## config.mk

```make
export PLATFORM = sky130hd
export DESIGN_NAME = geomipmap_fan_triangulation_core
export DESIGN_NICKNAME = d
export VERILOG_FILES = /design/src/rtl/core/gfan_pkg.sv /design/src/rtl/core/geomipmap_fan_triangulation_core.sv
export SDC_FILE = /design/constraint.sdc
export NUM_CORES = 1
export LEC_CHECK = 0
export BUFFER_PORTS_ARGS = -buffer_cell sky130_fd_sc_hd__clkbuf_2
export CAP_MARGIN = 20
export CORE_MARGIN = 1.5
export CORE_UTILIZATION = 65
export DETAILED_ROUTE_END_ITERATION = 8
export GPL_TIMING_DRIVEN = 0
export PLACE_DENSITY = 0.84
export SYNTH_ARGS = -nofsm -noshare
export SYNTH_HDL_FRONTEND = slang
export SYNTH_SLANG_ARGS = --single-unit
```

## constraint.sdc

```tcl
create_clock -name clock -period 14 [get_ports clock]
set_clock_uncertainty 0.05 [all_clocks]
set_input_delay 2.8 -clock clock [delete_from_list [all_inputs] [get_ports clock]]
set_output_delay 2.8 -clock clock [all_outputs]
set_load 0.005 [all_outputs]
```

## src/rtl/core/gfan_pkg.sv

```systemverilog
`default_nettype none
// ----------------------------------------------------------------------------
// gfan_pkg
// Shared constants, stage payload types and the fan ring table for the
// terrain patch fan triangulation core.
// ----------------------------------------------------------------------------
package gfan_pkg;

   // Patch geometry and map limits
   localparam int PATCH_SIZE     = 17;
   localparam int SPAN           = PATCH_SIZE - 1;
   localparam int SPAN_SHIFT     = $clog2(SPAN);
   localparam int MAX_MAP_SIZE   = 4097;
   localparam int MAP_SIZE_RESET = 257;

   // Field widths
   localparam int MS_W    = 13;
   localparam int COORD_W = 13;
   localparam int IDX_W   = 25;
   localparam int PATCH_W = 8;
   localparam int FAN_W   = 3;
   localparam int LVL_W   = 2;
   localparam int OFS_W   = SPAN_SHIFT;
   localparam int PROD_W  = COORD_W + MS_W;

   // Stream payload widths (padded to whole bytes)
   localparam int REQ_W = 32;
   localparam int RSP_W = 80;

   // Row and column picks around the fan centre
   typedef enum logic [1:0] {ROW_UP, ROW_MID, ROW_DN} row_sel_type;
   typedef enum logic [1:0] {COL_LEFT, COL_MID, COL_RIGHT} col_sel_type;

   typedef struct packed {
      row_sel_type row;
      col_sel_type col;
   } vertex_sel_type;

   // Stage 1: fan centre and side splits
   typedef struct packed {
      logic [COORD_W-1:0] z;
      logic [COORD_W-1:0] x;
      logic [LVL_W-1:0]   lvl;
      logic [3:0]         split;
      logic [MS_W-1:0]    ms;
   } stage1_type;

   // Stage 2: centre row base and half-step row stride
   typedef struct packed {
      logic [IDX_W-1:0]   prod;
      logic [IDX_W-1:0]   hms;
      logic [COORD_W-1:0] x;
      logic [LVL_W-1:0]   lvl;
      logic [3:0]         split;
   } stage2_type;

   // Stage 3: three row bases and three columns
   typedef struct packed {
      logic [IDX_W-1:0]   rb_up;
      logic [IDX_W-1:0]   rb_mid;
      logic [IDX_W-1:0]   rb_dn;
      logic [COORD_W-1:0] col_l;
      logic [COORD_W-1:0] col_c;
      logic [COORD_W-1:0] col_r;
      logic [3:0]         split;
   } stage3_type;

   // Perimeter ring, clockwise from lower left:
   // lower left, left, upper left, up, upper right, right, lower right, down
   function automatic vertex_sel_type ring_vertex(input logic [2:0] j);
      vertex_sel_type v;
      unique case (j)
         3'd0: v = '{row: ROW_DN,  col: COL_LEFT};
         3'd1: v = '{row: ROW_MID, col: COL_LEFT};
         3'd2: v = '{row: ROW_UP,  col: COL_LEFT};
         3'd3: v = '{row: ROW_UP,  col: COL_MID};
         3'd4: v = '{row: ROW_UP,  col: COL_RIGHT};
         3'd5: v = '{row: ROW_MID, col: COL_RIGHT};
         3'd6: v = '{row: ROW_DN,  col: COL_RIGHT};
         3'd7: v = '{row: ROW_DN,  col: COL_MID};
         default: v = '{row: ROW_MID, col: COL_MID};
      endcase
      return v;
   endfunction

endpackage
`default_nettype wire

```

## src/rtl/core/geomipmap_fan_triangulation_core.sv

```systemverilog
`default_nettype none
// ----------------------------------------------------------------------------
// geomipmap_fan_triangulation_core
// Turns one fan request into its 4 to 8 triangles of heightmap vertex indices.
// ----------------------------------------------------------------------------
//  channel | direction | handshake              | payload
//  --------+-----------+------------------------+-------------------------------
//  req     | in        | req_tvalid/req_tready  | req_tdata (32b): one fan
//  rsp     | out       | rsp_tvalid/rsp_tready  | rsp_tdata (80b), rsp_tlast
//  csr     | in        | csr_valid/csr_ready    | csr_data (13b): map_size
//
//  One triangle leaves per cycle while rsp_tready is high; a fan has 4 plus
//  one per split side. The emitter sets the pace; three pipeline stages (fan
//  centre, row multiply, row bases) keep it fed, and a fan's first triangle
//  passes them, the emitter and the output register before rsp_tvalid rises.
//  Reset clears all valid bits and sets map_size to 257. A low rsp_tready holds
//  the output register and backs the stages up; nothing is dropped or repeated.
// ----------------------------------------------------------------------------
module geomipmap_fan_triangulation_core (
   input  wire                          clock,
   input  wire                          reset,
   // patch_row, patch_col, fan_row, fan_col, level, left_coarser,
   // top_coarser, right_coarser, bottom_coarser, zero pad
   input  wire  [gfan_pkg::REQ_W-1:0]   req_tdata,
   input  wire                          req_tvalid,
   output logic                         req_tready,
   // index_a, index_b, index_c, zero pad
   output logic [gfan_pkg::RSP_W-1:0]   rsp_tdata,
   output logic                         rsp_tlast,
   output logic                         rsp_tvalid,
   input  wire                          rsp_tready,
   input  wire  [gfan_pkg::MS_W-1:0]    csr_data,
   input  wire                          csr_valid,
   output logic                         csr_ready
);

   localparam int IW = gfan_pkg::IDX_W;
   localparam int CW = gfan_pkg::COORD_W;
   localparam int MW = gfan_pkg::MS_W;
   localparam int PW = gfan_pkg::PATCH_W;
   localparam int FW = gfan_pkg::FAN_W;
   localparam int OW = gfan_pkg::OFS_W;

   // ---------------------------------------------------------------- config
   logic [MW-1:0] map_size_ff;

   assign csr_ready = 1'b1;

   // Hold map size; take each write transfer
   always_ff @(posedge clock) begin
      if (reset) begin
         map_size_ff <= MW'(gfan_pkg::MAP_SIZE_RESET);
      end else if (csr_valid && csr_ready) begin
         map_size_ff <= csr_data;
      end
   end

   // ------------------------------------------------------------ flow control
   logic s1_valid_ff, s2_valid_ff, s3_valid_ff, e_valid_ff, rsp_valid_ff;
   logic s1_ready, s2_ready, s3_ready;
   logic out_free, e_fire, e_last, e_load;

   assign out_free   = !rsp_valid_ff || rsp_tready;
   assign e_fire     = e_valid_ff && out_free;
   assign e_load     = !e_valid_ff || (e_fire && e_last);
   assign s3_ready   = !s3_valid_ff || e_load;
   assign s2_ready   = !s2_valid_ff || s3_ready;
   assign s1_ready   = !s1_valid_ff || s2_ready;
   assign req_tready = s1_ready;

   // ------------------------------------------------------ stage 1: fan centre
   logic [MW-1:0]    ms_clamp, ms_m1;
   logic [MW-OW-1:0] pcount;
   logic [PW-1:0]    pmax, prow, pcol, prow_raw, pcol_raw;
   logic [FW-1:0]    fmask, frow, fcol;
   logic [1:0]       lvl;
   logic [OW-1:0]    half4, m_ofs, n_ofs;
   gfan_pkg::stage1_type s1_in, s1_ff;

   assign prow_raw = req_tdata[7:0];
   assign pcol_raw = req_tdata[15:8];
   assign lvl      = req_tdata[23:22];

   always_comb begin
      // Clamp map size and find the last patch per side
      if (map_size_ff < MW'(gfan_pkg::PATCH_SIZE)) begin
         ms_clamp = MW'(gfan_pkg::PATCH_SIZE);
      end else if (map_size_ff > MW'(gfan_pkg::MAX_MAP_SIZE)) begin
         ms_clamp = MW'(gfan_pkg::MAX_MAP_SIZE);
      end else begin
         ms_clamp = map_size_ff;
      end
      ms_m1  = ms_clamp - MW'(1);
      pcount = ms_m1[MW-1:OW];
      pmax   = PW'(pcount - (MW-OW)'(1));

      prow = (prow_raw > pmax) ? pmax : prow_raw;
      pcol = (pcol_raw > pmax) ? pmax : pcol_raw;

      // Wrap fan indices to the fans per side
      fmask = FW'(3'b111 >> lvl);
      frow  = req_tdata[18:16] & fmask;
      fcol  = req_tdata[21:19] & fmask;

      half4 = OW'(1) << lvl;
      m_ofs = OW'({1'b0, frow} << (3'(lvl) + 3'd1)) | half4;
      n_ofs = OW'({1'b0, fcol} << (3'(lvl) + 3'd1)) | half4;

      s1_in.z   = CW'({prow, m_ofs});
      s1_in.x   = CW'({pcol, n_ofs});
      s1_in.lvl = lvl;
      s1_in.ms  = ms_clamp;

      // Keep a side split unless it meets a coarser inner neighbor
      s1_in.split[0] = !((fcol == '0)    && (pcol != '0)   && req_tdata[24]);
      s1_in.split[1] = !((frow == '0)    && (prow != '0)   && req_tdata[25]);
      s1_in.split[2] = !((fcol == fmask) && (pcol != pmax) && req_tdata[26]);
      s1_in.split[3] = !((frow == fmask) && (prow != pmax) && req_tdata[27]);
   end

   // Advance stage 1
   always_ff @(posedge clock) begin
      if (reset) begin
         s1_valid_ff <= 1'b0;
      end else if (s1_ready) begin
         s1_valid_ff <= req_tvalid;
      end
   end

   always_ff @(posedge clock) begin
      if (s1_ready) begin
         s1_ff <= s1_in;
      end
   end

   // ---------------------------------------------------- stage 2: row multiply
   logic [gfan_pkg::PROD_W-1:0] prod_full;
   gfan_pkg::stage2_type s2_in, s2_ff;

   always_comb begin
      prod_full   = {{(gfan_pkg::PROD_W-CW){1'b0}}, s1_ff.z}
                  * {{(gfan_pkg::PROD_W-MW){1'b0}}, s1_ff.ms};
      s2_in.prod  = prod_full[IW-1:0];
      s2_in.hms   = IW'({{(IW-MW){1'b0}}, s1_ff.ms} << s1_ff.lvl);
      s2_in.x     = s1_ff.x;
      s2_in.lvl   = s1_ff.lvl;
      s2_in.split = s1_ff.split;
   end

   // Advance stage 2
   always_ff @(posedge clock) begin
      if (reset) begin
         s2_valid_ff <= 1'b0;
      end else if (s2_ready) begin
         s2_valid_ff <= s1_valid_ff;
      end
   end

   always_ff @(posedge clock) begin
      if (s2_ready) begin
         s2_ff <= s2_in;
      end
   end

   // ----------------------------------------------------- stage 3: row bases
   logic [CW-1:0] half13;
   gfan_pkg::stage3_type s3_in, s3_ff;

   always_comb begin
      half13       = CW'(1) << s2_ff.lvl;
      s3_in.rb_up  = s2_ff.prod - s2_ff.hms;
      s3_in.rb_mid = s2_ff.prod;
      s3_in.rb_dn  = s2_ff.prod + s2_ff.hms;
      s3_in.col_l  = s2_ff.x - half13;
      s3_in.col_c  = s2_ff.x;
      s3_in.col_r  = s2_ff.x + half13;
      s3_in.split  = s2_ff.split;
   end

   // Advance stage 3
   always_ff @(posedge clock) begin
      if (reset) begin
         s3_valid_ff <= 1'b0;
      end else if (s3_ready) begin
         s3_valid_ff <= s2_valid_ff;
      end
   end

   always_ff @(posedge clock) begin
      if (s3_ready) begin
         s3_ff <= s3_in;
      end
   end

   // --------------------------------------------------------- triangle emitter
   gfan_pkg::stage3_type e_ff;
   logic [1:0] side_ff;
   logic       half_ff;
   logic       cur_split;
   logic [2:0] b_pos, c_pos;
   logic [IW-1:0] idx_a, idx_b, idx_c;

   function automatic logic [IW-1:0] vertex_index(input gfan_pkg::stage3_type f,
                                                  input logic [2:0] j);
      gfan_pkg::vertex_sel_type v;
      logic [IW-1:0] rb;
      logic [CW-1:0] col;
      v = gfan_pkg::ring_vertex(j);
      unique case (v.row)
         gfan_pkg::ROW_UP:  rb = f.rb_up;
         gfan_pkg::ROW_MID: rb = f.rb_mid;
         gfan_pkg::ROW_DN:  rb = f.rb_dn;
         default:           rb = f.rb_mid;
      endcase
      unique case (v.col)
         gfan_pkg::COL_LEFT:  col = f.col_l;
         gfan_pkg::COL_MID:   col = f.col_c;
         gfan_pkg::COL_RIGHT: col = f.col_r;
         default:             col = f.col_c;
      endcase
      return rb + IW'(col);
   endfunction

   always_comb begin
      cur_split = e_ff.split[side_ff];
      e_last    = (side_ff == 2'd3) && (!cur_split || half_ff);
      // Split side: outer then inner half; unsplit: corner to corner
      b_pos = {side_ff, 1'b0} + 3'(cur_split && half_ff);
      c_pos = (cur_split && !half_ff) ? {side_ff, 1'b1} : ({side_ff, 1'b0} + 3'd2);
      idx_a = e_ff.rb_mid + IW'(e_ff.col_c);
      idx_b = vertex_index(e_ff, b_pos);
      idx_c = vertex_index(e_ff, c_pos);
   end

   // Load a new fan or step through the current one
   always_ff @(posedge clock) begin
      if (reset) begin
         e_valid_ff <= 1'b0;
         side_ff    <= 2'd0;
         half_ff    <= 1'b0;
      end else if (e_load) begin
         e_valid_ff <= s3_valid_ff;
         side_ff    <= 2'd0;
         half_ff    <= 1'b0;
      end else if (e_fire) begin
         if (cur_split && !half_ff) begin
            half_ff <= 1'b1;
         end else begin
            side_ff <= side_ff + 2'd1;
            half_ff <= 1'b0;
         end
      end
   end

   always_ff @(posedge clock) begin
      if (e_load) begin
         e_ff <= s3_ff;
      end
   end

   // --------------------------------------------------------- output register
   logic [gfan_pkg::RSP_W-1:0] rsp_data_in, rsp_data_ff;
   logic                       rsp_last_ff;

   assign rsp_data_in = {{(gfan_pkg::RSP_W - 3*IW){1'b0}}, idx_c, idx_b, idx_a};

   always_ff @(posedge clock) begin
      if (reset) begin
         rsp_valid_ff <= 1'b0;
      end else if (e_fire) begin
         rsp_valid_ff <= 1'b1;
      end else if (rsp_tready) begin
         rsp_valid_ff <= 1'b0;
      end
   end

   always_ff @(posedge clock) begin
      if (e_fire) begin
         rsp_data_ff <= rsp_data_in;
         rsp_last_ff <= e_last;
      end
   end

   assign rsp_tvalid = rsp_valid_ff;
   assign rsp_tdata  = rsp_data_ff;
   assign rsp_tlast  = rsp_last_ff;

endmodule
`default_nettype wire

```

# [After elaboration in Yosys (flattened, before gate mapping)]
# Memories as Yosys holds them, arrays and structs flattened.
# Cells that the tools add are included.
[word_totals] regBits=442 mem_count=2 romBits=64 in_bits=50
[op_classes] n_lt_le_gt_ge=5 n_reduce_logical=41 add_sub_neg=13 n_mux=14 n_bitwise=5 n_eq_ne=9 mul=1 n_shift=6
[mem_list] name="(name not given)" depth=8 word_bits=4 read_ports=1 rd_ports_with_merged_regs=0 wr=0 line_no="gfan_pkg.sv:72" rtl="unique case (j)"
[mem_list] name="(name not given)" depth=8 word_bits=4 read_ports=1 rd_ports_with_merged_regs=0 wr=0 line_no="gfan_pkg.sv:72"
[ops] operator="$pmux W25 S2" n=2
[ops] operator="$pmux W13 S2" n=2
[ops] operator="$add A25 B13 Y25" n=2
[ops] operator="$mux W13" n=2
[ops] operator="$add A25 B12 Y25" n=1
[ops] operator="$add A25 B25 Y25" n=1
[ops] operator="$mul A12 B13 Y25" n=1
[ops] operator="$shl A13 B2 Y25" n=1
[ops] operator="$sub A25 B25 Y25" n=1
[ops] operator="$gt A8 B8 Y1" n=2
[ops] operator="$mux W8" n=2
[ops] operator="$ne A8 B8 Y1" n=2
[ops] operator="$reduce_bool A8 Y1" n=2
[ops] operator="$add A12 B13 Y13" n=1
[ops] operator="$gt A13 B13 Y1 const B" n=1
[ops] operator="$logic_and A1 B1 Y1" n=13
[ops] operator="$lt A13 B5 Y1 const B" n=1
[ops] operator="$shl A1 B2 Y13 const A" n=1
[ops] operator="$sub A12 B13 Y13" n=1
[ops] operator="$sub A12 B1 Y12 const B" n=1
[ops] operator="$logic_not A1 Y1" n=11
[ops] operator="$eq A2 B2 Y1 const B" n=5
[ops] operator="$logic_not A2 Y1" n=4
[ops] operator="$or A4 B4 Y4" n=2
[ops] operator="20 further kinds" n=32

# [Logic depth before layout (Yosys ltp)]
[logic_depth] word_depth=11 mapped_depth=22 depth_no_buf=21

# [Worst setup path after synthesis]
# No wires, ideal clock.
[synth_timing] path_kind="input -> output" start="input rsp_tready" end="output req_tready" n_path_buf=0 t_required_ns=11.150 t_arrival_ns=6.083 slack_ns=5.067 stages=5 path_cell_list="nand2b_1 nand2_1 inv_1 a21oi_1 nand4_1"
[synth_via] elab_chain_cells=7
[synth_lines] element="from (decl)" line_no="geomipmap_fan_triangulation_core.sv:31" rtl="input wire rsp_tready,"
[synth_lines] element="$logic_or A1 B1 Y1" line_no="geomipmap_fan_triangulation_core.sv:63" rtl="assign out_free = !rsp_valid_ff || rsp_tready;"
[synth_lines] element="$logic_and A1 B1 Y1" line_no="geomipmap_fan_triangulation_core.sv:64" rtl="assign e_fire = e_valid_ff && out_free;"
[synth_lines] element="named net e_fire" line_no="geomipmap_fan_triangulation_core.sv:61" rtl="logic out_free, e_fire, e_last, e_load;"
[synth_lines] element="$logic_and A1 B1 Y1" line_no="geomipmap_fan_triangulation_core.sv:65" rtl="assign e_load = !e_valid_ff || (e_fire && e_last);"
[synth_lines] element="$logic_or A1 B1 Y1" line_no="geomipmap_fan_triangulation_core.sv:65"
[synth_lines] element="$logic_or A1 B1 Y1" line_no="geomipmap_fan_triangulation_core.sv:66" rtl="assign s3_ready = !s3_valid_ff || e_load;"
[synth_lines] element="$logic_or A1 B1 Y1" line_no="geomipmap_fan_triangulation_core.sv:67" rtl="assign s2_ready = !s2_valid_ff || s3_ready;"
[synth_lines] element="$logic_or A1 B1 Y1" line_no="geomipmap_fan_triangulation_core.sv:68" rtl="assign s1_ready = !s1_valid_ff || s2_ready;"
[synth_lines] element="to (decl)" line_no="geomipmap_fan_triangulation_core.sv:26" rtl="output logic req_tready,"
# The timed path passes the listed nets, and every way through them passes these cells.

# [Worst setup path after layout]
# Ends and elaborated chain as after synthesis.

==> results.rst <==
.. list-table::
   :header-rows: 1

   * - Metric
     - Value
   * - X dimension of the die
     - 202.6 um
   * - Final Cycle Share
     - 59.89%
   * - Max-slew headroom at the worst pin
     - 31.69%
   * - Maximum clock rate
     - 119.3 MHz
   * - Post-CTS setup repair buffer count
     - 0
   * - CTS tree
     - built
   * - Dominant combinational cell family by area after synthesis
     - adder cells
   * - Routed via count
     - 17310
   * - I/O Pins
     - 134
   * - Leading area contributor after synthesis
     - sky130_fd_sc_hd__edfxtp_1
   * - Highest fanout seen on the critical path
     - 38
   * - Detailed Route Iter0 Violations
     - 1150
   * - Max Buffers Root-to-Sink
     - 3
   * - End of the worst register-to-register path
     - rsp_tdata[73]$_DFFE_PP_
   * - Floorplan die area
     - 41050 sq um
   * - Inst Count DP
     - 2903
   * - Cell variety after synth
     - 82
   * - Grt total ovfl
     - 0
   * - Sequential element share of the synthesized area
     - 48.81%
   * - Area share of fa/ha/maj cells after synthesis
     - 16.82%
   * - Insertion delay of the later-clocked pin in the worst-skew pair
     - 590 ps
   * - Detailed-route vias per instance
     - 5.809
   * - Finished Cell Area
     - 28610 sq um
   * - Type of the most critical hold path
     - reg2reg
   * - Post-route ant nets
     - 0
   * - Initial antenna violation count
     - 0
   * - Count of flip-flops with a built-in enable after synthesis
     - 407
   * - Share of async-settable or async-resettable flops after synthesis
     - 0%
   * - Nets@finish
     - 2758
   * - Remaining routing DRC violations
     - 0
   * - Minimum clock period after layout
     - 8385 ps
   * - Area share of the largest cell type after synthesis
     - 47.19%
   * - Clock Pin Slew Worst Setup and Hold Paths
     - 60 ps
   * - Launch point of the critical path
     - rsp_tready
   * - Placed instance area
     - 27310 sq um
   * - Kind of capture point of the worst setup path
     - output port
   * - Startpoint class of the critical path
     - input port
   * - Tot Pwr
     - 5.309 mW
   * - Count of H-tree levels built during CTS
     - 2
   * - Final setup fails
     - 0
   * - First-pass GRT wire length
     - 89180 um
   * - Count of hold-fix buffers inserted at cts
     - 0
   * - Most frequently used flop master after synthesis
     - sky130_fd_sc_hd__edfxtp_1
   * - Static leakage power
     - 12.13 nW
   * - Flip-flop and latch count after synthesis
     - 428
   * - WHS
     - 363.6 ps
   * - Number of global-route vias before repair
     - 17350
   * - Worst Slack Setup Final
     - 5615 ps
   * - Total net switching power
     - 1.901 mW
   * - Commonest cells after routing, fill and taps aside
     - 407 x sky130_fd_sc_hd__edfxtp_1, 210 x sky130_fd_sc_hd__inv_1, 207 x sky130_fd_sc_hd__nand2_1
   * - Maximum resistive drop on vdd
     - 0.1103 mV
   * - Weighted congestion reported at the end of routability-driven placement
     - 0.9628
   * - Area fraction in compound gates after synthesis
     - 8.073%
   * - Number of buffers added by the clock tree synthesis step
     - 43
   * - Overall routing resource usage
     - 27.95%
   * - Final standard cell utilization of the core
     - 73.34%
   * - Post-synthesis xor/xnor area fraction
     - 5.788%
   * - Detailed Routing Iterations Pass 1
     - 6
   * - Mean instance size in the synthesized netlist
     - 11.49 sq um
   * - Number of hold-slack violations in the final timing report
     - 0
   * - Worst setup path endpoint
     - req_tready
   * - # rows
     - 72
   * - Pin count of the biggest net entering global routing
     - 79
   * - Cell Area, Synth
     - 25900 sq um
   * - Startpoint of the most critical register-to-register path
     - side_ff[0]$_SDFFE_PP0P_
   * - Slew Viols, Final
     - 0
   * - Flop pwr share
     - 40.8%
   * - Accumulated negative setup slack
     - 0 ps
   * - Slew of the pin with the lowest slew margin
     - 1025 ps
   * - Proportion of layout cells with a drive suffix above 1
     - 10.08%
   * - Signed area change from the synthesized netlist to the final layout
     - 10.47%
   * - Mux cell area share after synthesis
     - 3.957%
   * - Internal Power
     - 3.408 mW
   * - Classification of the worst setup path
     - in2out
   * - Final wirelength
     - 56750 um
   * - Clk sink count
     - 428
   * - Power density cells
     - 185.6 nW/um^2
   * - Starting density of the core
     - 66.39%
   * - Finished Layout Cells
     - 2980
   * - Register-to-Register Setup Slack
     - 7510 ps
   * - Crit path required time
     - 11150 ps
   * - HPWL after detailed placement
     - 43150 um
   * - Most common library cell in the layout ignoring fill and taps
     - sky130_fd_sc_hd__edfxtp_1
   * - Synthesized instance count
     - 2254
   * - Simple-gate portion of the synthesized area
     - 12.11%
   * - Clock power frac
     - 20.1%
   * - Worst Setup Slack post-DPL
     - 5733 ps
   * - Max Cap Viol
     - 0
   * - Cell types occupying the most area after synthesis
     - sky130_fd_sc_hd__edfxtp_1 47%, sky130_fd_sc_hd__fa_1 9.0%, sky130_fd_sc_hd__ha_1 7.8%, sky130_fd_sc_hd__xnor2_1 3.6%, sky130_fd_sc_hd__inv_1 3.1%
   * - Depth of the worst register-to-register path
     - 21
   * - Wire length per cell
     - 19.04 um
   * - RSZ-0062 raised after global routing
     - no
   * - Count of input and output buffers
     - 121
   * - Combinational fraction of design power
     - 39.0%
   * - Switching Share
     - 35.81%
   * - Overall die height
     - 202.6 um
   * - Run status
     - finished, final reports clean
   * - Total number of yosys warnings
     - 0
   * - Arr. time, crit path
     - 5530 ps
   * - Core footprint
     - 39010 sq um
   * - Cell at the root of the clock tree
     - sky130_fd_sc_hd__clkbuf_16
   * - Worst hold path startpoint
     - s1_ff[26]$_DFFE_PP_
   * - Resized Gates After CTS
     - 0
[routing by layer]
layer	up-vias	wire length (um)	track usage, %
li1	8181	-	-
met1	8315	23130	35.03
met2	671	28360	49.35
met3	143	3102	3.547
met4	0	2160	11.16
met5	-	0	0
[synthesized netlist by cell type (all sizes together) (6+ instances only)]
| cell type | count |
|---|---|
| o21a | 13 |
| nor2b | 31 |
| or2 | 7 |
| nand3 | 34 |
| a31oi | 20 |
| fa | 117 |
| nand4 | 12 |
| buf | 16 |
| o21bai | 9 |
| mux2 | 16 |
| dfxtp | 21 |
| inv | 212 |
| nor3b | 8 |
| o21ai | 91 |
| or4 | 7 |
| xor2 | 60 |
| o22ai | 17 |
| nand2 | 208 |
| and3 | 12 |
| o31ai | 6 |
| mux2i | 75 |
| or3 | 9 |
| nor4 | 17 |
| clkbuf | 64 |
| xnor2 | 106 |
| o211ai | 6 |
| a21o | 22 |
| and2 | 66 |
| nand2b | 30 |
| o22a | 10 |
| edfxtp | 407 |
| nor2 | 173 |
| nor3 | 31 |
| a21boi | 6 |
| ha | 161 |
| a21oi | 102 |
[cells by family after synthesis]
group,count (synthesis)
flip-flops,428
multiplexers,95
adder cells (fa/ha/maj),278
buffers and inverters,293
AND/OR/NAND/NOR,655
AO/OA/AOI/OAI,335
other,2
XOR/XNOR,168
[how the worst min path moves through the flow]
stage	cells past startpoint	slack [ps]	to
2_1_floorplan	0	350	e_ff[0]$_DFFE_PP_
3_3_place_gp	0	350	e_ff[25]$_DFFE_PP_
3_5_place_dp	0	350	e_ff[102]$_DFFE_PP_
4_1_cts	0	360	e_ff[2]$_DFFE_PP_
5_1_grt	0	370	e_ff[90]$_DFFE_PP_
6_report	0	360	s2_ff[13]$_DFFE_PP_
[final cells by class]
type                    instances  area, sq um
fillers                      2518        10400
diodes                          1        2.502
flip-flops and latches        428        12640
plain buffers                  80        342.8
clock buffers                  54         1180
inverters                     213        802.0
clock inverters                22        120.1
well taps                     518        648.1
repair buffers                127        730.7
multi-input cells            1537        12140
[sequential cells by signal, summed over array words and instances, names as in the netlist]
signal,count
s1_ff,42
s3_ff,115
half_ff,1
s1_valid_ff,1
e_valid_ff,1
map_size_ff,13
s2_ff,59
s2_valid_ff,1
rsp_tdata,75
rsp_tlast,1
e_ff,115
s3_valid_ff,1
rsp_tvalid,1
side_ff,2
[power groups by stage]
stage	Combinational (mW)	Sequential, mW	Clock, mW
5_1_grt	2.28	2.20	1.13
6_report	2.07	2.17	1.07
3_5_place_dp	2.02	2.18	0
2_1_floorplan	1.57	2.07	0
4_1_cts	2.05	2.16	1.08
3_3_place_gp	1.93	2.16	0
[worst max-delay path, stage by stage]
cell                       delay [ps]
sky130_fd_sc_hd__clkbuf_2          80
sky130_fd_sc_hd__nand2b_1         170
sky130_fd_sc_hd__nand2_1          150
sky130_fd_sc_hd__inv_2            310
sky130_fd_sc_hd__a21oi_1          900
sky130_fd_sc_hd__nand4_1          780
sky130_fd_sc_hd__clkbuf_2         320
(Power assumes the default switching activity.)
